$ cat src/rtl/tcsq_pkg.sv
`timescale 1ns / 1ps
`default_nettype none

package tcsq_pkg;

    // Default field widths
    localparam int COORD_BITS_DEF = 12;
    localparam int TIME_BITS_DEF  = 48;
    localparam int COUNT_BITS_DEF = 16;

    // Configuration register widths, index and reset values
    localparam int MIN_CONTACT_BITS = 16;
    localparam int RELEASE_BITS     = 4;
    localparam int CFG_DATA_BITS    = 16;
    localparam int CFG_INDEX_BITS   = 1;

    localparam logic [CFG_INDEX_BITS-1:0] CFG_MIN_CONTACT = 1'd0;
    localparam logic [CFG_INDEX_BITS-1:0] CFG_RELEASE     = 1'd1;

    localparam logic [MIN_CONTACT_BITS-1:0] MIN_CONTACT_RST = 16'd15;
    localparam logic [RELEASE_BITS-1:0]     RELEASE_RST     = 4'd5;

    // Sample status codes
    localparam int STATUS_BITS = 2;
    localparam logic [STATUS_BITS-1:0] ST_CONTACT    = 2'd0;
    localparam logic [STATUS_BITS-1:0] ST_NO_CONTACT = 2'd1;

    // Event codes
    localparam int EVENT_BITS = 3;
    localparam logic [EVENT_BITS-1:0] EV_IDLE          = 3'd0;
    localparam logic [EVENT_BITS-1:0] EV_BEGIN         = 3'd1;
    localparam logic [EVENT_BITS-1:0] EV_CONTACT       = 3'd2;
    localparam logic [EVENT_BITS-1:0] EV_FIRST_RELEASE = 3'd3;
    localparam logic [EVENT_BITS-1:0] EV_RELEASING     = 3'd4;
    localparam logic [EVENT_BITS-1:0] EV_TOO_SHORT     = 3'd5;
    localparam logic [EVENT_BITS-1:0] EV_SUMMARY       = 3'd6;
    localparam logic [EVENT_BITS-1:0] EV_ERROR         = 3'd7;

endpackage

`default_nettype wire

$ cat src/rtl/touch_contact_session_qualifier.sv
// Path: an accepted input beat reaches its result beat through the input register,
//   then the session update into the result register.
// Throughput: one sample per cycle while i_out_stall does not hold the result register.
// Reset: synchronous, active low; clears the session, restores the register defaults
//   (15 contact samples, 5 release samples) and empties both pipeline registers.
`timescale 1ns / 1ps
`default_nettype none

module touch_contact_session_qualifier #(
    parameter int COORD_BITS = tcsq_pkg::COORD_BITS_DEF,
    parameter int TIME_BITS  = tcsq_pkg::TIME_BITS_DEF,
    parameter int COUNT_BITS = tcsq_pkg::COUNT_BITS_DEF
) (
    input  wire                                      i_clk,
    input  wire                                      i_rst_n,

    // configuration write port
    input  wire                                      i_cfg_wr_en,
    input  wire  [tcsq_pkg::CFG_INDEX_BITS-1:0]      i_cfg_index,
    input  wire  [tcsq_pkg::CFG_DATA_BITS-1:0]       i_cfg_data,

    // sample input channel
    input  wire                                      i_in_valid,
    output logic                                     o_in_stall,
    input  wire  [tcsq_pkg::STATUS_BITS-1:0]         i_sample_status,
    input  wire                                      i_contact_flag,
    input  wire  [COORD_BITS-1:0]                    i_raw_x,
    input  wire  [COORD_BITS-1:0]                    i_raw_y,
    input  wire  [COORD_BITS-1:0]                    i_pressure,
    input  wire  [TIME_BITS-1:0]                     i_time_us,

    // result output channel
    output logic                                     o_out_valid,
    input  wire                                      i_out_stall,
    output logic [tcsq_pkg::EVENT_BITS-1:0]          o_event_res,
    output logic [COUNT_BITS-1:0]                    o_count,
    output logic [COORD_BITS-1:0]                    o_x_low,
    output logic [COORD_BITS-1:0]                    o_x_high,
    output logic [COORD_BITS-1:0]                    o_y_low,
    output logic [COORD_BITS-1:0]                    o_y_high,
    output logic [COORD_BITS-1:0]                    o_pressure_low,
    output logic [COORD_BITS-1:0]                    o_pressure_high,
    output logic [TIME_BITS-1:0]                     o_first_time,
    output logic [TIME_BITS-1:0]                     o_last_time
);

    localparam int MIN_BITS = tcsq_pkg::MIN_CONTACT_BITS;
    localparam int REL_BITS = tcsq_pkg::RELEASE_BITS;
    // common width for the count vs. threshold compare
    localparam int CMP_BITS = (COUNT_BITS > MIN_BITS) ? COUNT_BITS : MIN_BITS;

    localparam logic [COORD_BITS-1:0] COORD_ONES = {COORD_BITS{1'b1}};

    // ------------------------------------------------------------------
    // configuration registers
    // ------------------------------------------------------------------
    logic [MIN_BITS-1:0] r_min_contact;
    logic [REL_BITS-1:0] r_release_samples;

    always_ff @(posedge i_clk) begin
        if (!i_rst_n) begin
            r_min_contact     <= tcsq_pkg::MIN_CONTACT_RST;
            r_release_samples <= tcsq_pkg::RELEASE_RST;
        end else if (i_cfg_wr_en) begin
            case (i_cfg_index)
                tcsq_pkg::CFG_MIN_CONTACT: begin
                    r_min_contact <= i_cfg_data[MIN_BITS-1:0];
                end
                tcsq_pkg::CFG_RELEASE: begin
                    r_release_samples <= i_cfg_data[REL_BITS-1:0];
                end
                default: begin
                end
            endcase
        end
    end

    // ------------------------------------------------------------------
    // handshake: input register feeds the session update, which writes
    // the result register. The input register can take a beat while a
    // result is held stalled at the output.
    // ------------------------------------------------------------------
    logic w_advance;   // result register can be loaded this cycle
    logic w_process;   // the held sample is consumed this cycle
    logic w_in_accept;

    logic r_out_valid_q;

    logic                            r_in_valid;
    logic [tcsq_pkg::STATUS_BITS-1:0] r_in_status;
    logic                            r_in_flag;
    logic [COORD_BITS-1:0]           r_in_x;
    logic [COORD_BITS-1:0]           r_in_y;
    logic [COORD_BITS-1:0]           r_in_p;
    logic [TIME_BITS-1:0]            r_in_time;

    assign w_advance   = !r_out_valid_q || !i_out_stall;
    assign w_process   = r_in_valid && w_advance;
    assign o_in_stall  = r_in_valid && !w_advance;
    assign w_in_accept = i_in_valid && !o_in_stall;

    always_ff @(posedge i_clk) begin
        if (!i_rst_n) begin
            r_in_valid <= 1'b0;
        end else if (w_in_accept) begin
            r_in_valid <= 1'b1;
        end else if (w_process) begin
            r_in_valid <= 1'b0;
        end
    end

    always_ff @(posedge i_clk) begin
        if (w_in_accept) begin
            r_in_status <= i_sample_status;
            r_in_flag   <= i_contact_flag;
            r_in_x      <= i_raw_x;
            r_in_y      <= i_raw_y;
            r_in_p      <= i_pressure;
            r_in_time   <= i_time_us;
        end
    end

    // ------------------------------------------------------------------
    // session state; outside a session the statistics sit at their
    // cleared values, so a new session starts from the current registers
    // ------------------------------------------------------------------
    logic                  r_in_session;
    logic [REL_BITS-1:0]   r_release_run;
    logic                  r_release_reported;
    logic [COUNT_BITS-1:0] r_count;
    logic [COORD_BITS-1:0] r_x_min;
    logic [COORD_BITS-1:0] r_x_max;
    logic [COORD_BITS-1:0] r_y_min;
    logic [COORD_BITS-1:0] r_y_max;
    logic [COORD_BITS-1:0] r_p_min;
    logic [COORD_BITS-1:0] r_p_max;
    logic [TIME_BITS-1:0]  r_first_time;
    logic [TIME_BITS-1:0]  r_last_time;

    // next session control
    logic                  n_in_session;
    logic [REL_BITS-1:0]   n_release_run;
    logic                  n_release_reported;

    // statistics as reported with this beat
    logic [tcsq_pkg::EVENT_BITS-1:0] w_event;
    logic [COUNT_BITS-1:0] w_count;
    logic [COORD_BITS-1:0] w_x_min;
    logic [COORD_BITS-1:0] w_x_max;
    logic [COORD_BITS-1:0] w_y_min;
    logic [COORD_BITS-1:0] w_y_max;
    logic [COORD_BITS-1:0] w_p_min;
    logic [COORD_BITS-1:0] w_p_max;
    logic [TIME_BITS-1:0]  w_first_time;
    logic [TIME_BITS-1:0]  w_last_time;
    logic                  w_clear;     // session ends or errors out
    logic [REL_BITS-1:0]   w_run_inc;

    always_comb begin
        w_event            = tcsq_pkg::EV_IDLE;
        w_count            = r_count;
        w_x_min            = r_x_min;
        w_x_max            = r_x_max;
        w_y_min            = r_y_min;
        w_y_max            = r_y_max;
        w_p_min            = r_p_min;
        w_p_max            = r_p_max;
        w_first_time       = r_first_time;
        w_last_time        = r_last_time;
        w_clear            = 1'b0;
        n_in_session       = r_in_session;
        n_release_run      = r_release_run;
        n_release_reported = r_release_reported;
        w_run_inc          = (r_release_run < r_release_samples) ?
                             r_release_run + 1'b1 : r_release_run;

        if (r_in_status == tcsq_pkg::ST_CONTACT && r_in_flag) begin
            w_event       = r_in_session ? tcsq_pkg::EV_CONTACT : tcsq_pkg::EV_BEGIN;
            n_in_session  = 1'b1;
            n_release_run = '0;
            if (r_count == '0) begin
                w_first_time = r_in_time;
            end
            if (!(&r_count)) begin
                w_count = r_count + 1'b1;
            end
            w_last_time = r_in_time;
            if (r_in_x < r_x_min) w_x_min = r_in_x;
            if (r_in_x > r_x_max) w_x_max = r_in_x;
            if (r_in_y < r_y_min) w_y_min = r_in_y;
            if (r_in_y > r_y_max) w_y_max = r_in_y;
            if (r_in_p < r_p_min) w_p_min = r_in_p;
            if (r_in_p > r_p_max) w_p_max = r_in_p;
        end else if (r_in_status == tcsq_pkg::ST_NO_CONTACT) begin
            if (r_in_session) begin
                // first release is reported once per session
                w_event = r_release_reported ? tcsq_pkg::EV_RELEASING
                                             : tcsq_pkg::EV_FIRST_RELEASE;
                n_release_reported = 1'b1;
                n_release_run      = w_run_inc;
                if (w_run_inc >= r_release_samples) begin
                    // session over: report with the stats before clearing
                    w_clear = 1'b1;
                    w_event = (CMP_BITS'(r_count) >= CMP_BITS'(r_min_contact)) ?
                              tcsq_pkg::EV_SUMMARY : tcsq_pkg::EV_TOO_SHORT;
                end
            end
        end else begin
            // contact status without flag, controller error, reserved code
            w_clear      = 1'b1;
            w_event      = tcsq_pkg::EV_ERROR;
            w_count      = '0;
            w_x_min      = COORD_ONES;
            w_x_max      = '0;
            w_y_min      = COORD_ONES;
            w_y_max      = '0;
            w_p_min      = COORD_ONES;
            w_p_max      = '0;
            w_first_time = '0;
            w_last_time  = '0;
        end
    end

    always_ff @(posedge i_clk) begin
        if (!i_rst_n || (w_process && w_clear)) begin
            r_in_session       <= 1'b0;
            r_release_run      <= '0;
            r_release_reported <= 1'b0;
            r_count            <= '0;
            r_x_min            <= COORD_ONES;
            r_x_max            <= '0;
            r_y_min            <= COORD_ONES;
            r_y_max            <= '0;
            r_p_min            <= COORD_ONES;
            r_p_max            <= '0;
            r_first_time       <= '0;
            r_last_time        <= '0;
        end else if (w_process) begin
            r_in_session       <= n_in_session;
            r_release_run      <= n_release_run;
            r_release_reported <= n_release_reported;
            r_count            <= w_count;
            r_x_min            <= w_x_min;
            r_x_max            <= w_x_max;
            r_y_min            <= w_y_min;
            r_y_max            <= w_y_max;
            r_p_min            <= w_p_min;
            r_p_max            <= w_p_max;
            r_first_time       <= w_first_time;
            r_last_time        <= w_last_time;
        end
    end

    // ------------------------------------------------------------------
    // result register
    // ------------------------------------------------------------------
    always_ff @(posedge i_clk) begin
        if (!i_rst_n) begin
            r_out_valid_q <= 1'b0;
        end else if (w_advance) begin
            r_out_valid_q <= r_in_valid;
        end
    end

    always_ff @(posedge i_clk) begin
        if (w_process) begin
            o_event_res     <= w_event;
            o_count         <= w_count;
            o_x_low         <= w_x_min;
            o_x_high        <= w_x_max;
            o_y_low         <= w_y_min;
            o_y_high        <= w_y_max;
            o_pressure_low  <= w_p_min;
            o_pressure_high <= w_p_max;
            o_first_time    <= w_first_time;
            o_last_time     <= w_last_time;
        end
    end

    assign o_out_valid = r_out_valid_q;

endmodule

`default_nettype wire

$ cat config.mk
export PLATFORM = sky130hd
export DESIGN_NAME = touch_contact_session_qualifier
export DESIGN_NICKNAME = d
export VERILOG_FILES = /design/src/rtl/tcsq_pkg.sv /design/src/rtl/touch_contact_session_qualifier.sv
export SDC_FILE = /design/constraint.sdc
export NUM_CORES = 1
export LEC_CHECK = 0
export ABC_AREA = 1
export BUFFER_PORTS_ARGS = -buffer_cell sky130_fd_sc_hd__clkbuf_2
export CAP_MARGIN = 20
export CORE_ASPECT_RATIO = 2
export CORE_MARGIN = 1
export CORE_UTILIZATION = 45
export DETAILED_ROUTE_END_ITERATION = 8
export PLACE_DENSITY_LB_ADDON = 0.08
export SLEW_MARGIN = 30
export SYNTH_ARGS = -nofsm -noshare
export SYNTH_HDL_FRONTEND = slang
export SYNTH_SLANG_ARGS = --single-unit
$ cat constraint.sdc
create_clock -name i_clk -period 4.5 [get_ports i_clk]
set_input_delay 0.45 -clock i_clk [delete_from_list [all_inputs] [get_ports i_clk]]
set_output_delay 0.45 -clock i_clk [all_outputs]
set_load 0.05 [all_outputs]
* Word level (Yosys, flattened, before mapping)
Cells that the tools add are included.
Word-level totals: bits in latches 0, memories kept 0, memory bits (read-only) 0, bits in registers 486, RAM bits 0, output and inout bits 189
Cells by class: order comparisons 9, reduce and logical (&&, ||, !) cells 23, divide/modulo/power cells 0, bitwise gates (word level) 2, equality and inequality tests 1, muxes and demuxes 43, $mul 0, add/sub/neg operators 2, shifts and indexed selects 0
Operator list (number):
- $mux 48 | 5
- $mux 12 | 18
- $mux 16 | 3
- $gt 12x12->1 | 3
- $lt 12x12->1 | 3
- $add 16x1->16 const B | 1
- $ge 16x16->1 | 1
- $logic_not 16->1 | 1
- $mux 4 | 4
- $reduce_and 16->1 | 1
- $mux 3 | 5
- $mux 1 | 6
- $reduce_and 2->1 | 3
- $reduce_bool 2->1 | 3
- $logic_and 1x1->1 | 5
- $logic_not 1->1 | 5
- $add 4x1->4 const B | 1
- $ge 4x4->1 | 1
- $lt 4x4->1 | 1
- $mux 2 | 2
- $reduce_and 4->1 | 1
- $reduce_and 3->1 | 1
- $eq 2x1->1 const B | 1
- $logic_not 2->1 | 1
- 2 further kinds | 4

* Logic depth before layout (Yosys ltp)
Gate-level depths: netlist of the first run.
word-level depth 9, gate-level depth with buffers 21, mapped depth without buffers 20

* Least setup slack after synthesis of the first run
OpenSTA, ideal clock, no wires.
path type reg2reg, start point reg r_out_valid_q, in the netlist o_out_valid, end point reg o_count[0], enable pin, setup time 467 ps, path slack 532 ps, arrival 3501 ps, path buffers 3, cell stages (with the launch flop) 7, period minus slack after synthesis 3968 ps, cell sequence dfxtp_1 nand2_1 inv_1 nor2_1 buf_2 buf_2 buf_2
Between the ends: longest elaborated chain between the ends 3
RTL lines:
- start, declared | RTL line touch_contact_session_qualifier.sv:87 | logic r_out_valid_q;
- start signal, assigned | RTL line touch_contact_session_qualifier.sv:261 | r_out_valid_q <= r_in_valid;
- $logic_not 1->1 | RTL line touch_contact_session_qualifier.sv:97 | assign w_advance = !r_out_valid_q || !i_out_stall;
- $logic_or 1x1->1 | RTL line touch_contact_session_qualifier.sv:97
- $logic_and 1x1->1 | RTL line touch_contact_session_qualifier.sv:98 | assign w_process = r_in_valid && w_advance;
- named net w_process | RTL line touch_contact_session_qualifier.sv:84 | logic w_process;
- end signal, assigned | RTL line touch_contact_session_qualifier.sv:268 | o_count <= w_count;
- end, declared | RTL line touch_contact_session_qualifier.sv:36 | output logic [COUNT_BITS-1:0] o_count,
The timed path passes the listed nets, and every way through them passes these cells. A chain may end at the register's enable or synchronous reset.

* Worst setup path in the final report of the first run
start point reg r_release_samples[1], end point reg r_x_max[2]
Between the ends: longest elaborated chain between the ends 9
RTL lines:
- start, declared | RTL line touch_contact_session_qualifier.sv:58 | logic [REL_BITS-1:0] r_release_samples;
- start signal, assigned | RTL line touch_contact_session_qualifier.sv:63 | r_release_samples <= tcsq_pkg::RELEASE_RST;
- start signal, assigned | RTL line touch_contact_session_qualifier.sv:70 | r_release_samples <= i_cfg_data[REL_BITS-1:0];
- $lt 4x4->1 | RTL line touch_contact_session_qualifier.sv:174 | w_run_inc = (r_release_run < r_release_samples) ?
- $mux 4 | RTL line touch_contact_session_qualifier.sv:174
- $ge 4x4->1 (*) | RTL line touch_contact_session_qualifier.sv:201 | if (w_run_inc >= r_release_samples) begin
- $mux 1 (*) | RTL line touch_contact_session_qualifier.sv:201
- $mux 1 (*) | RTL line touch_contact_session_qualifier.sv:195 | if (r_in_session) begin
- $mux 1 (*) | RTL line touch_contact_session_qualifier.sv:194 | end else if (r_in_status == tcsq_pkg::ST_NO_CONTACT) begin
- $mux 1 (*) | RTL line touch_contact_session_qualifier.sv:177 | if (r_in_status == tcsq_pkg::ST_CONTACT && r_in_flag) begin
- $logic_and 1x1->1 (*) | RTL line touch_contact_session_qualifier.sv:225 | if (!i_rst_n || (w_process && w_clear)) begin
- $logic_or 1x1->1 (*) | RTL line touch_contact_session_qualifier.sv:225
- end signal, assigned | RTL line touch_contact_session_qualifier.sv:244 | r_x_max <= w_x_max;
- end, declared | RTL line touch_contact_session_qualifier.sv:132 | logic [COORD_BITS-1:0] r_x_max;
Every way passes the cells marked *; elsewhere a longest branch is shown, timed or not.

==> results of run 1 <==
[Yosys cell counts]
| library cell | instances |
|---|---|
| buf_6 | 4 |
| nand2_2 | 3 |
| o21ai_2 | 4 |
| xor2_1 | 8 |
| inv_1 | 290 |
| o21a_1 | 1 |
| nor2_1 | 209 |
| edfxtp_1 | 274 |
| buf_2 | 73 |
| inv_4 | 1 |
| nand3_1 | 268 |
| dfxtp_1 | 212 |
| nor2_4 | 1 |
| clkbuf_1 | 40 |
| ha_1 | 95 |
| a21o_1 | 4 |
| xnor2_1 | 2 |
| nor3_2 | 1 |
| nand4_1 | 15 |
| o21ai_0 | 120 |
| buf_1 | 5 |
| nor2_8 | 1 |
| o21ai_1 | 3 |
| clkinv_1 | 1 |
| buf_4 | 6 |
| o211ai_1 | 5 |
| o21bai_1 | 2 |
| a21oi_1 | 194 |
| nor3_1 | 15 |
| nor4_1 | 1 |
| inv_2 | 8 |
| clkbuf_4 | 1 |
| nand2_1 | 742 |
[repair_timing]
item | CTS | global route
hold endpoints to repair | 1 | 0
hold buffers | 1 | 0
buffers inserted | 0 | 0
[stage by stage]
| stage | util, % | hold slack (ns) | power [mW] |
|---|---|---|---|
| after CTS | 52.4 | 0.00000244 | 10.3 |
| after global routing | 52.5 | 0.0150 | 10.6 |
| after floorplan | - | 0.435 | 6.07 |
| after detailed placement | 49.4 | 0.455 | 6.45 |
| final | 52.5 | 0.0344 | 10.2 |
| after global placement | 49.4 | 0.451 | 6.43 |
[worst register-to-register path, stage by stage (launching register included)]
cell	delay [ns]
dfxtp_1	0.30
inv_1	0.07
ha_1	0.29
a21o_1	0.17
nand3_1	0.06
nand2_1	0.12
o21ai_0	0.21
inv_1	0.09
ha_1	0.31
inv_1	0.05
o21bai_1	0.11
nand3_1	0.10
nand3_1	0.13
nand2_1	0.06
nand2_1	0.05
nand3_1	0.19
nand2_8	0.47
buf_4	0.53
nor2_1	0.09
nand2_1	0.08
inv_1	0.04
[routing by layer]
metal / wire [microns] / global-route usage (%) / up-vias
met4: 1990 / 9.86 / 2
met2: 32500 / 45.6 / 477
met3: 3360 / 4.77 / 125
li1: - / - / 8994
met1: 21700 / 23.9 / 8374
met5: 12 / 0 / -
[registers in the layout, summed over array words and instances, names as in the netlist, 12 cells and up]
| register | flops |
|---|---|
| o_x_high | 12 |
| r_first_time | 48 |
| r_y_max | 12 |
| o_last_time | 48 |
| r_in_p | 12 |
| r_last_time | 48 |
| o_y_high | 12 |
| o_pressure_high | 12 |
| r_min_contact | 16 |
| r_p_min | 12 |
| r_in_x | 12 |
| o_y_low | 12 |
| o_count | 16 |
| o_first_time | 48 |
| r_y_min | 12 |
| r_count | 16 |
| r_in_time | 48 |
| r_in_y | 12 |
| r_x_min | 12 |
| r_p_max | 12 |
| r_x_max | 12 |
| o_pressure_low | 12 |
| o_x_low | 12 |
[worst min-delay path by stage]
stage                         to  slack, ns  cells after the start
6_report               r_in_p[1]       0.03                      1
5_1_grt            r_in_time[47]       0.02                      1
4_1_cts            r_in_time[47]   0.000002                      1
3_5_place_dp    r_first_time[47]       0.46                      2
3_3_place_gp    r_first_time[45]       0.45                      2
2_1_floorplan  r_min_contact[15]       0.43                      2
[power breakdown]
part	total (mW)	internal, mW	switching (mW)
Clock	3.86	2.14	1.71
Sequential	5.02	4.90	0.114
Combinational	1.33	0.339	0.991
[cell families (layout without fill, tap and decap cells)]
| group | after synthesis | after routing | synth area share, % |
|---|---|---|---|
| buffers and inverters | 429 | 698 | 7.87 |
| XOR/XNOR | 10 | 10 | 0.392 |
| AND/OR/NAND/NOR | 1256 | 1256 | 23.0 |
| AO/OA/AOI/OAI | 333 | 333 | 7.65 |
| adder cells (fa/ha/maj) | 95 | 95 | 5.31 |
| flip-flops | 486 | 486 | 55.8 |
[cell usage in the layout (no fill, tap or decap), drive strengths merged, types with 12 or more instances in the layout]
cell    synthesis  routed
inv           299     301
edfxtp        274     274
clkinv          1      12
nand2         745     745
dfxtp         212     212
a21oi         194     194
nor3           16      16
o21ai         127     127
clkbuf         41     362
nand3         268     268
buf            88      17
nand4          15      15
ha             95      95
nor2          211     211
[layout make-up]
cell class / count / area [sq um]
Clock buffer: 65 / 1270
Clock inverter: 18 / 174
Fill cell: 4655 / 23300
Inverter: 300 / 1140
Multi-Input combinational cell: 1694 / 8180
Sequential cell: 486 / 12500
Tap cell: 643 / 805
Timing Repair Buffer: 315 / 1720
==> impl_results.md, run 1 <==
* Netlist area before placement at 22,400 sq um
* Count of input and output buffers at 297
* Vias at approximately 18k
* Number of standard cells in the final layout excluding fillers at 3,521
* Antenna violations before repair at 1
* Share of Yosys cell area claimed by the top area cell type at between 30% and 40%
* Final count of hold timing violations at 0
* Layout-stage area growth over the synthesis result at 15.1%
* Top area cells in the synthesized netlist: edfxtp_1 37%, dfxtp_1 19%, nand2_1 12%
* Avg Cell Area, Syn at 8.57 sq um
* Worst hold path type: input port to flip-flop
* Post-layout worst setup margin at 0.846 ns
* Critical Path Start Type: flip-flop
* Sequential share of the synthesized area at 55.8%
* Number of clock sinks seen by CTS at 486
* Critical register-to-register path startpoint: r_release_samples[1]
* Cell count after placement at between 3k and 4k
* Yosys cell types at 33
* Max Cap Violations at 0
* Placed Area at 24,200 sq um
* Largest net degree at the start of global routing at 219
* Clock tree buffer depth at 3
* Critical Setup Path Class: flip-flop to flip-flop
* Standard cell core area at 49,100 sq um
* Die W at approximately 160 microns
* Startpoint of the tightest hold check path: i_pressure[1]
* Vert. Die Dim at 317 microns
* Post-Route Setup TNS at 0 ns
* Antenna viol nets, final at 0
* Worst vdd ir at 0.327 mV
* Standard-cell rows at ~120
* Detailed-route wire length per cell at 16.9 microns
* Total count of max-transition violations in the final report at 0
* Number of antenna cells inserted at 0
* Launching element of the worst setup path: r_release_samples[1]
* Via count of the first global-routing pass at between 15k and 20k
* Total Die Area at 50,700 sq um
* Combined global-route utilization of all metal layers at 23.4%
* TritonCTS clock tree: yes
* Leakage power at 11.4 nW
* Insertion delay to the later sink of the worst-skew pair at slightly below 0.6 ns
* Total of flip-flops plus latches after synthesis at a little under 500
* Net count of the mapped netlist at 2,813
* Kind of end point of the critical path: flip-flop
* Number of DRC markers in iteration 0 at approximately 960
* Endpoint of the most critical register-to-register path: r_x_max[2]
* Tcrit/Tclk final at 81.2%
* Detailed placer's ending HPWL at 40.0 mm
* Cell count of the worst reg-to-reg path at 20
* First-pass GRT wire length at about 93 mm
* RePlAce Congestion at around 0.9
* Register-to-register setup slack at 0.85 ns
* Period minus WS final at 3.65 ns
* Setup skew after layout at 0.0156 ns
* Post-Layout Inst Area at 25,800 sq um
* TritonCTS Buffers at 45
* Clk pin slew, worst setup/hold paths at around 0.070 ns
* Worst endpoint required time at ~5.0 ns
* Global-route congestion overflow total at 0
* Cell Chain, Critical Path: inv_1 > ha_1 > a21o_1 > nand3_1 > nand2_1 > o21ai_0 > inv_1 > ha_1 > inv_1 > o21bai_1 > nand3_1 > nand3_1 > nand2_1 > nand2_1 > nand3_1 > nand2_8 > buf_4 > nor2_1 > nand2_1 > inv_1
* Depth of the critical timing path with buffers and inverters included at 20
* Slowest stage delay, CP at about 0.49 ns
* Post-synthesis cell type with the largest combined area: edfxtp_1
* Worst slack, placed at 0.834 ns
* Power density over the cells at 396 nW/um^2
* CTS root buf: clkbuf_16
* Biggest fanout along the worst timing path at 73
* Iteration count of the initial detailed-routing pass at 5
* Final wirelength at about 60 mm
* Status: finished, final reports clean
* Number of nets at the end of the flow at a little over 3k
* Fmax at 274 MHz
* Share of final-layout standard cells stronger than drive strength 1 at around 14%
* Destination of the critical timing path: r_x_max[2]
* Worst-path cell with the longest stage delay: buf_4
* Syn Inst Count at between 2k and 3k
* RSZ-0062 raised after global routing: false
* Final setup violating endpoints at 0
* CP bufs+invs at 5
* Average vias per placed instance at about 5.1
* Worst Tran Pin Value at between 0.8 and 0.9 ns
* Worst max-slew margin expressed relative to the limit at between 40 and 50%
* Post-cts repair resize count at 0
* Worst path arrival time at around 4.1 ns
* H-tree depth at 2
* DRC at 0
* # IOs at 298
* Yosys warns at 0
* Starting density of the core at 45.6%
* Top Family by Delay on Critical Path: simple AND/OR/NAND/NOR gates
No activity file was read; power rests on OpenSTA's default activity.
==> run 2: changes to the inputs <==
- ABC_AREA: 1 -> 0
- clock period: 4.5 -> 3.2 ns (I/O delays scaled with it)
==> run 2 against run 1 <==
Effect of this change:
- non-clock buffer count grew 149
- sequential power up 39%
- combinational power up 13%
- worst hold slack got worse by 0.0063 ns
- critical path type unchanged
- power up 39%
- critical endpoint is now r_x_min[8]
- area after synthesis fell by 7.3%
- critical path depth down 10
- global-route usage rose by 0.44 points
- flip-flop and latch count did not move
- via count decreased by 11%
- largest power group unchanged
- clock-buffer cell count is 2 higher
==> impl_results.md, run 2 <==
* Status: finished, final reports clean
* Clk pin slew, worst setup/hold paths at 0.06 ns (about the same)
* Worst endpoint required time at 3.65 ns (-1.33 ns)
* H-tree depth at 2 (unchanged)
* Clock tree buffer depth at 3 (unchanged)
* Total of flip-flops plus latches after synthesis at 486 (unchanged)
* Largest net degree at the start of global routing at 66 (-70%)
* Tcrit/Tclk final at 96.5% (+15 points)
* Setup skew after layout at 0.0208 ns (+0.00525 ns)
* Via count of the first global-routing pass at 16.0k (-9.5%)
* Final wirelength at 57.4 mm (-3.7%)
* Layout-stage area growth over the synthesis result at 23.9%
* Worst hold path type: input port to flip-flop
* Top Family by Delay on Critical Path: compound AO/OA/AOI/OAI gates
* Worst-path cell with the longest stage delay: or3_4
* Most common cell after layout, fill and taps aside: clkbuf_2
* Count of flip-flops with a built-in enable after synthesis at 274 (unchanged)
* Yosys cell types at 75 (+130%)
* Post-synthesis cell type with the largest combined area: edfxtp_1
* Number of standard cells in the final layout excluding fillers at 2,780 (-21%)
* Worst max-slew margin expressed relative to the limit at 38.7% (-6.2 points)
* # IOs at 298 (unchanged)
* Yosys warns at 0 (unchanged)
* Combined global-route utilization of all metal layers at 23.8% (+0.44 points)
* Post-layout worst setup margin at 0.113 ns (-0.734 ns)
* Max Cap Violations at 0 (unchanged)
* Global-route congestion overflow total at 0 (unchanged)
* RePlAce Congestion at 0.880 (-0.14%)
* Iteration count of the initial detailed-routing pass at 5 (unchanged)
* Biggest fanout along the worst timing path at 8 (-89%)
* Most used flip-flop cell after synthesis: edfxtp_1
* Syn Inst Count at 1,795 (-31%)
* Kind of end point of the critical path: flip-flop
* Leakage power at 10.1 nW (-12%)
* Worst Tran Pin Value at 0.913 ns (+0.0893 ns)
* Power density over the cells at 551 nW/um^2 (+39%)
* Post-Layout Inst Area at 25,700 sq um (-0.24%)
* Net count of the mapped netlist at 1,999 (-29%)
* Avg Cell Area, Syn at 11.6 sq um (+35%)
* Share of Yosys cell area claimed by the top area cell type at 39.7% (+2.9 points)
* Worst path arrival time at 3.54 ns (-0.59 ns)
* Period minus WS final at 3.09 ns (-0.566 ns)
* Antenna viol nets, final at 0 (unchanged)
* Slowest stage delay, CP at 0.43 ns (-0.06 ns)
* Critical Path Start Type: flip-flop
* Final setup violating endpoints at 0 (unchanged)
* Share of final-layout standard cells stronger than drive strength 1 at 21.6% (+7.6 points)
* Count of input and output buffers at 297 (unchanged)
* Top area cells in the synthesized netlist: edfxtp_1 40%, dfxtp_1 20%, ha_1 5.7%
* Cell Chain, Critical Path: ha_1 > nor2_1 > or3_4 > mux2_2 > ha_1 > a211o_1 > nand2_2 > o221ai_4 > clkbuf_16 > o32a_1
* Final count of hold timing violations at 0 (unchanged)
* Most prevalent standard cell on the critical path: ha_1
* Worst vdd ir at 0.527 mV (+61%)
* Number of clock sinks seen by CTS at 486 (unchanged)
* Cell count after placement at 2,589 (-25%)
* Netlist area before placement at 20,700 sq um (-7.3%)
* Number of antenna cells inserted at 0 (unchanged)
* Average vias per placed instance at 5.73 (+12%)
* Post-Route Setup TNS at 0 ns (unchanged)
* Insertion delay to the later sink of the worst-skew pair at 0.58 ns (about the same)
* Total Die Area at 47,000 sq um (-7.2%)
* CTS root buf: clkbuf_16
* PnR Total Power at 14.1 mW (+39%)
* Hold slack at 0.0281 ns (-0.00625 ns)
* Starting density of the core at 45.8% (+0.21 points)
* Critical Setup Path Class: flip-flop to flip-flop
* Placed Area at 22,900 sq um (-5.3%)
* Vias at 15.9k (-11%)
* Standard-cell rows at 110 (-4.3%)
* Ys async rst share at 0% (unchanged)
* Leading cell types in the layout, fill and taps excluded: 297 x clkbuf_2, 274 x edfxtp_1, 211 x dfxtp_1
* Detailed placer's ending HPWL at 38.4 mm (-3.9%)
* Standard cell core area at 45,300 sq um (-7.7%)
* Worst slack, placed at -0.0863 ns (-0.920 ns)
* TritonCTS clock tree: yes
* Die W at 154 microns (-3.7%)
* Total count of max-transition violations in the final report at 0 (unchanged)
* CP bufs+invs at 1 (-4)
* Number of nets at the end of the flow at 2,387 (-22%)
* Antenna violations before repair at 0 (-1)
* DRC at 0 (unchanged)
* Cell with the most instances after synthesis: edfxtp_1
* TritonCTS Buffers at 46 (+2.2%)
* Number of DRC markers in iteration 0 at 817 (-15%)
* Core Util, Final at 56.7% (+4.3 points)
* Top cell types by occurrence after synthesis: 274 x edfxtp_1, 212 x dfxtp_1, 198 x nand2_1
* Sequential share of the synthesized area at 60.1% (+4.4 points)
* Detailed-route wire length per cell at 20.6 microns (+22%)
* Fmax at 324 MHz (+18%)
* First-pass GRT wire length at 87.5 mm (-5.7%)
* Vert. Die Dim at 306 microns (-3.7%)
[run 2: cell count changes in the layout (fill, tap and decap cells not counted), sizes merged, moves of 48 or more]
cell         previous run  this run
a21oi                 194       103
a22o                    0       108
a32o                    0        60
a32oi                   0        48
buf                    17        65
dlygate4sd3             1        99
inv                   301        97
nand2                 745       199
nand3                 268        28
nor2                  211       145
o21ai                 127        37
[run 2: worst register-to-register path, delay by kind of cell (launching register included)]
| family | cells | cell delay, ns |
|---|---|---|
| AO/OA/AOI/OAI | 3 | 0.87 |
| AND/OR/NAND/NOR | 3 | 0.60 |
| adder cells (fa/ha/maj) | 2 | 0.54 |
| flip-flops | 1 | 0.40 |
| multiplexers | 1 | 0.29 |
| buffers and inverters | 1 | 0.27 |
[run 2: cell families after synthesis]
family	after synthesis	synth area share (%)
flip-flops	486	60.1
buffers and inverters	221	4.65
multiplexers	14	0.688
XOR/XNOR	3	0.127
adder cells (fa/ha/maj)	95	5.73
AND/OR/NAND/NOR	475	10.3
AO/OA/AOI/OAI	501	18.4
[run 2: final cells by class]
cell class	instances	area [sq um]
inverter	97	372
timing repair buffer	464	3150
fill	3887	19600
multi-input combinational	1088	7410
sequential	486	12500
clock buffer	67	1390
tap	560	701
clock inverter	18	194
[run 2: power breakdown]
group	switching (mW)	leakage, nW	internal, mW
clock network	2.41	0.774	3.27
logic	1.03	5.03	0.463
registers	0.143	4.25	6.82
total	3.59	10.1	10.6
[run 2: final timing paths]
check              startpoint  slack [ns]  cells after the start                 to
min reg2reg   r_last_time[44]        0.45                      2    r_last_time[44]
max reg2reg  r_release_run[3]        0.11                     10         r_x_min[8]
max          r_release_run[3]        0.11                     10         r_x_min[8]
min            i_cfg_data[13]        0.03                      3  r_min_contact[13]
[run 2: timing repair]
action                                  CTS  global route
endpoints found under the setup margin   49           103
hold endpoints to repair                 99             0
cloned                                    0             3
hold buffers                             99             0
pin swaps                                 1             4
gates resized for setup                   3             9
setup buffers                             1             3
[run 2: routing by layer]
| metal | GRT usage (%) | part of all wire, % | vias up |
|---|---|---|---|
| li1 | - | - | 7509 |
| met1 | 25.1 | 36 | 7705 |
| met2 | 44.8 | 53 | 570 |
| met3 | 4.04 | 5.7 | 136 |
| met4 | 12.3 | 4.8 | 0 |
| met5 | 0 | 0 | - |
==> run 3: changes to the inputs <==
- clock period: 3.2 -> 3.5 ns (I/O delays scaled with it)
==> run 3 against run 2 <==
Effect of this change:
- fmax shrank 6.9%
- non-clock buffer count decreased by 29
- sequential power fell by 8.6%
- cell count shrank 1.0%
- design area is 1.6% lower
- critical path depth grew 1
- clock skew is 0.0032 ns lower
- sequential share of layout area rose by 0.76 points
- worst hold slack lost 0.012 ns
- critical endpoint is now r_x_min[6]
- largest cell class unchanged
==> impl_results.md, run 3 (synthesized netlist as in run 2, its figures left out) <==
* Vert. Die Dim at 306 microns (unchanged)
* Final count of hold timing violations at 0 (unchanged)
* Post-Layout Inst Area at 25,300 sq um (-1.6%)
* Hold slack at 0.0157 ns (-0.0125 ns)
* Status: finished, final reports clean
* Via count of the first global-routing pass at 15.7k (-1.9%)
* Total Die Area at 47,000 sq um (unchanged)
* Largest net degree at the start of global routing at 116 (+76%)
* Worst max-slew margin expressed relative to the limit at 39.0% (+0.25 points)
* Leakage power at 9.86 nW (-2.0%)
* Most prevalent standard cell on the critical path: ha_1
* Clock tree buffer depth at 3 (unchanged)
* Worst vdd ir at 0.447 mV (-15%)
* Global-route congestion overflow total at 0 (unchanged)
* Fill cell total of the finished layout at 3,896 (+0.23%)
* Standard cell core area at 45,300 sq um (unchanged)
* Iteration count of the initial detailed-routing pass at 5 (unchanged)
* Biggest fanout along the worst timing path at 23 (+15)
* Die W at 154 microns (unchanged)
* Setup skew after layout at 0.0177 ns (-0.00317 ns)
* Average vias per placed instance at 5.71 (-0.25%)
* Most common cell after layout, fill and taps aside: clkbuf_2
* Slowest stage delay, CP at 0.36 ns (-0.07 ns)
* Number of clock sinks seen by CTS at 486 (unchanged)
* TritonCTS clock tree: yes
* H-tree depth at 2 (unchanged)
* CP bufs+invs at 2 (+1)
* # IOs at 298 (unchanged)
* Clk pin slew, worst setup/hold paths at 0.06 ns (about the same)
* Register-to-register setup slack at 0.18 ns (+0.07 ns)
* Critical Setup Path Class: flip-flop to flip-flop
* Total count of max-transition violations in the final report at 0 (unchanged)
* Worst endpoint required time at 3.95 ns (+0.30 ns)
* Vias at 15.7k (-1.3%)
* Insertion delay to the later sink of the worst-skew pair at 0.58 ns (about the same)
* Post-layout worst setup margin at 0.184 ns (+0.0709 ns)
* Antenna viol nets, final at 0 (unchanged)
* Cell Chain, Critical Path: inv_1 > ha_1 > a2111oi_2 > or3_4 > mux2_2 > ha_1 > a211o_1 > nand2_1 > o221ai_4 > buf_12 > o32a_1
* Placed Area at 22,800 sq um (-0.77%)
* Final setup violating endpoints at 0 (unchanged)
* Worst path arrival time at 3.76 ns (+0.22 ns)
* Number of DRC markers in iteration 0 at 904 (+11%)
* Worst hold path type: input port to flip-flop
* Starting density of the core at 45.8% (unchanged)
* Standard-cell rows at 110 (unchanged)
* Detailed placer's ending HPWL at 37.4 mm (-2.8%)
* Worst slack, placed at 0.00452 ns (+0.0908 ns)
* RSZ-0062 raised after global routing: true
* Max Cap Violations at 0 (unchanged)
* Power density over the cells at 502 nW/um^2 (-8.8%)
* Share of final-layout standard cells stronger than drive strength 1 at 20.5% (-1.1 points)
* Number of nets at the end of the flow at 2,357 (-1.3%)
* Combined global-route utilization of all metal layers at 23.4% (-0.41 points)
* Leading cell types in the layout, fill and taps excluded: 297 x clkbuf_2, 274 x edfxtp_1, 212 x dfxtp_1
* First-pass GRT wire length at 86.1 mm (-1.6%)
* Count of input and output buffers at 297 (unchanged)
* Detailed-route wire length per cell at 20.7 microns (+0.15%)
* Kind of end point of the critical path: flip-flop
* RePlAce Congestion at 0.839 (-4.6%)
* Top Family by Delay on Critical Path: compound AO/OA/AOI/OAI gates
* Critical Path Start Type: flip-flop
* Worst Tran Pin Value at 0.915 ns (+0.00244 ns)
* Worst-path cell with the longest stage delay: mux2_2
* CTS root buf: clkbuf_16
* Final wirelength at 56.9 mm (-0.90%)
* Layout-stage area growth over the synthesis result at 22.0%
* Tcrit/Tclk final at 94.8% (-1.7 points)
* Antenna violations before repair at 2 (+2)
* Period minus WS final at 3.32 ns (+0.229 ns)
* TritonCTS Buffers at 44 (-4.3%)
* DRC at 0 (unchanged)
* Fmax at 302 MHz (-6.9%)
run 3: changes by cell type in the layout (fill, tap and decap cells not counted), moves of 2 or more:
cell / previous run / this run
clkbuf_16: 51 / 49
clkbuf_8: 12 / 4
diode_2: 0 / 2
buf_4: 55 / 38
ha_1: 93 / 95
buf_12: 8 / 6
dlygate4sd3_1: 99 / 90
inv_6: 0 / 2
run 3: final timing paths:
path                             start                 to  depth (start not counted)
hold reg to reg        r_last_time[14]    r_last_time[14]                          2
hold / removal          i_cfg_data[14]  r_min_contact[14]                          3
setup reg to reg  r_release_samples[1]         r_x_min[6]                         11
setup / recovery  r_release_samples[1]         r_x_min[6]                         11
run 3: area by class of cell:
class                   count  area (sq um)  share of cell area, %
diodes                      2          5.00                 0.0198
well taps                 560           701                   2.77
flip-flops and latches    486         12500                   49.3
clock inverters            23           234                  0.925
multi-input cells        1089          7380                   29.2
repair buffers            435          2870                   11.3
inverters                  97           372                   1.47
clock buffers              59          1260                   4.99
run 3: metrics by stage:
stage                     util, %  instances  setup TNS (ns)  power [mW]
after CTS                    55.6       2739          -0.335        12.8
after global routing         55.9       2751         -0.0371        13.1
after detailed placement     50.3       2567               0        7.72
after global placement       50.3       2567               0        7.70
after floorplan                 -       1795               0        7.29
final                        55.9       2751               0        12.7
run 3: power breakdown:
part | internal, mW | switching [mW]
clock | 2.79 | 2.22
sequential | 6.23 | 0.131
combinational | 0.397 | 0.938
run 3: per-layer routing:
metal,vias up,wire length (microns),track usage [%]
li1,7460,-,-
met1,7606,21100,25.2
met2,526,30500,43.9
met3,122,3090,4.21
met4,0,2140,10.7
met5,-,0,0
run 3: what timing repair did:
item | in CTS | in global routing
pin swaps | 0 | 2
hold buffers | 90 | 0
endpoints found under the setup margin | 24 | 84
endpoints found under the hold margin | 90 | 0
gates cloned | 0 | 4
resized for setup | 0 | 4
buffers inserted | 0 | 6
run 3: worst min-delay path, stage by stage:
cell	delay (ns)
clkbuf_2	0.08
nand2_1	0.05
a21boi_0	0.06
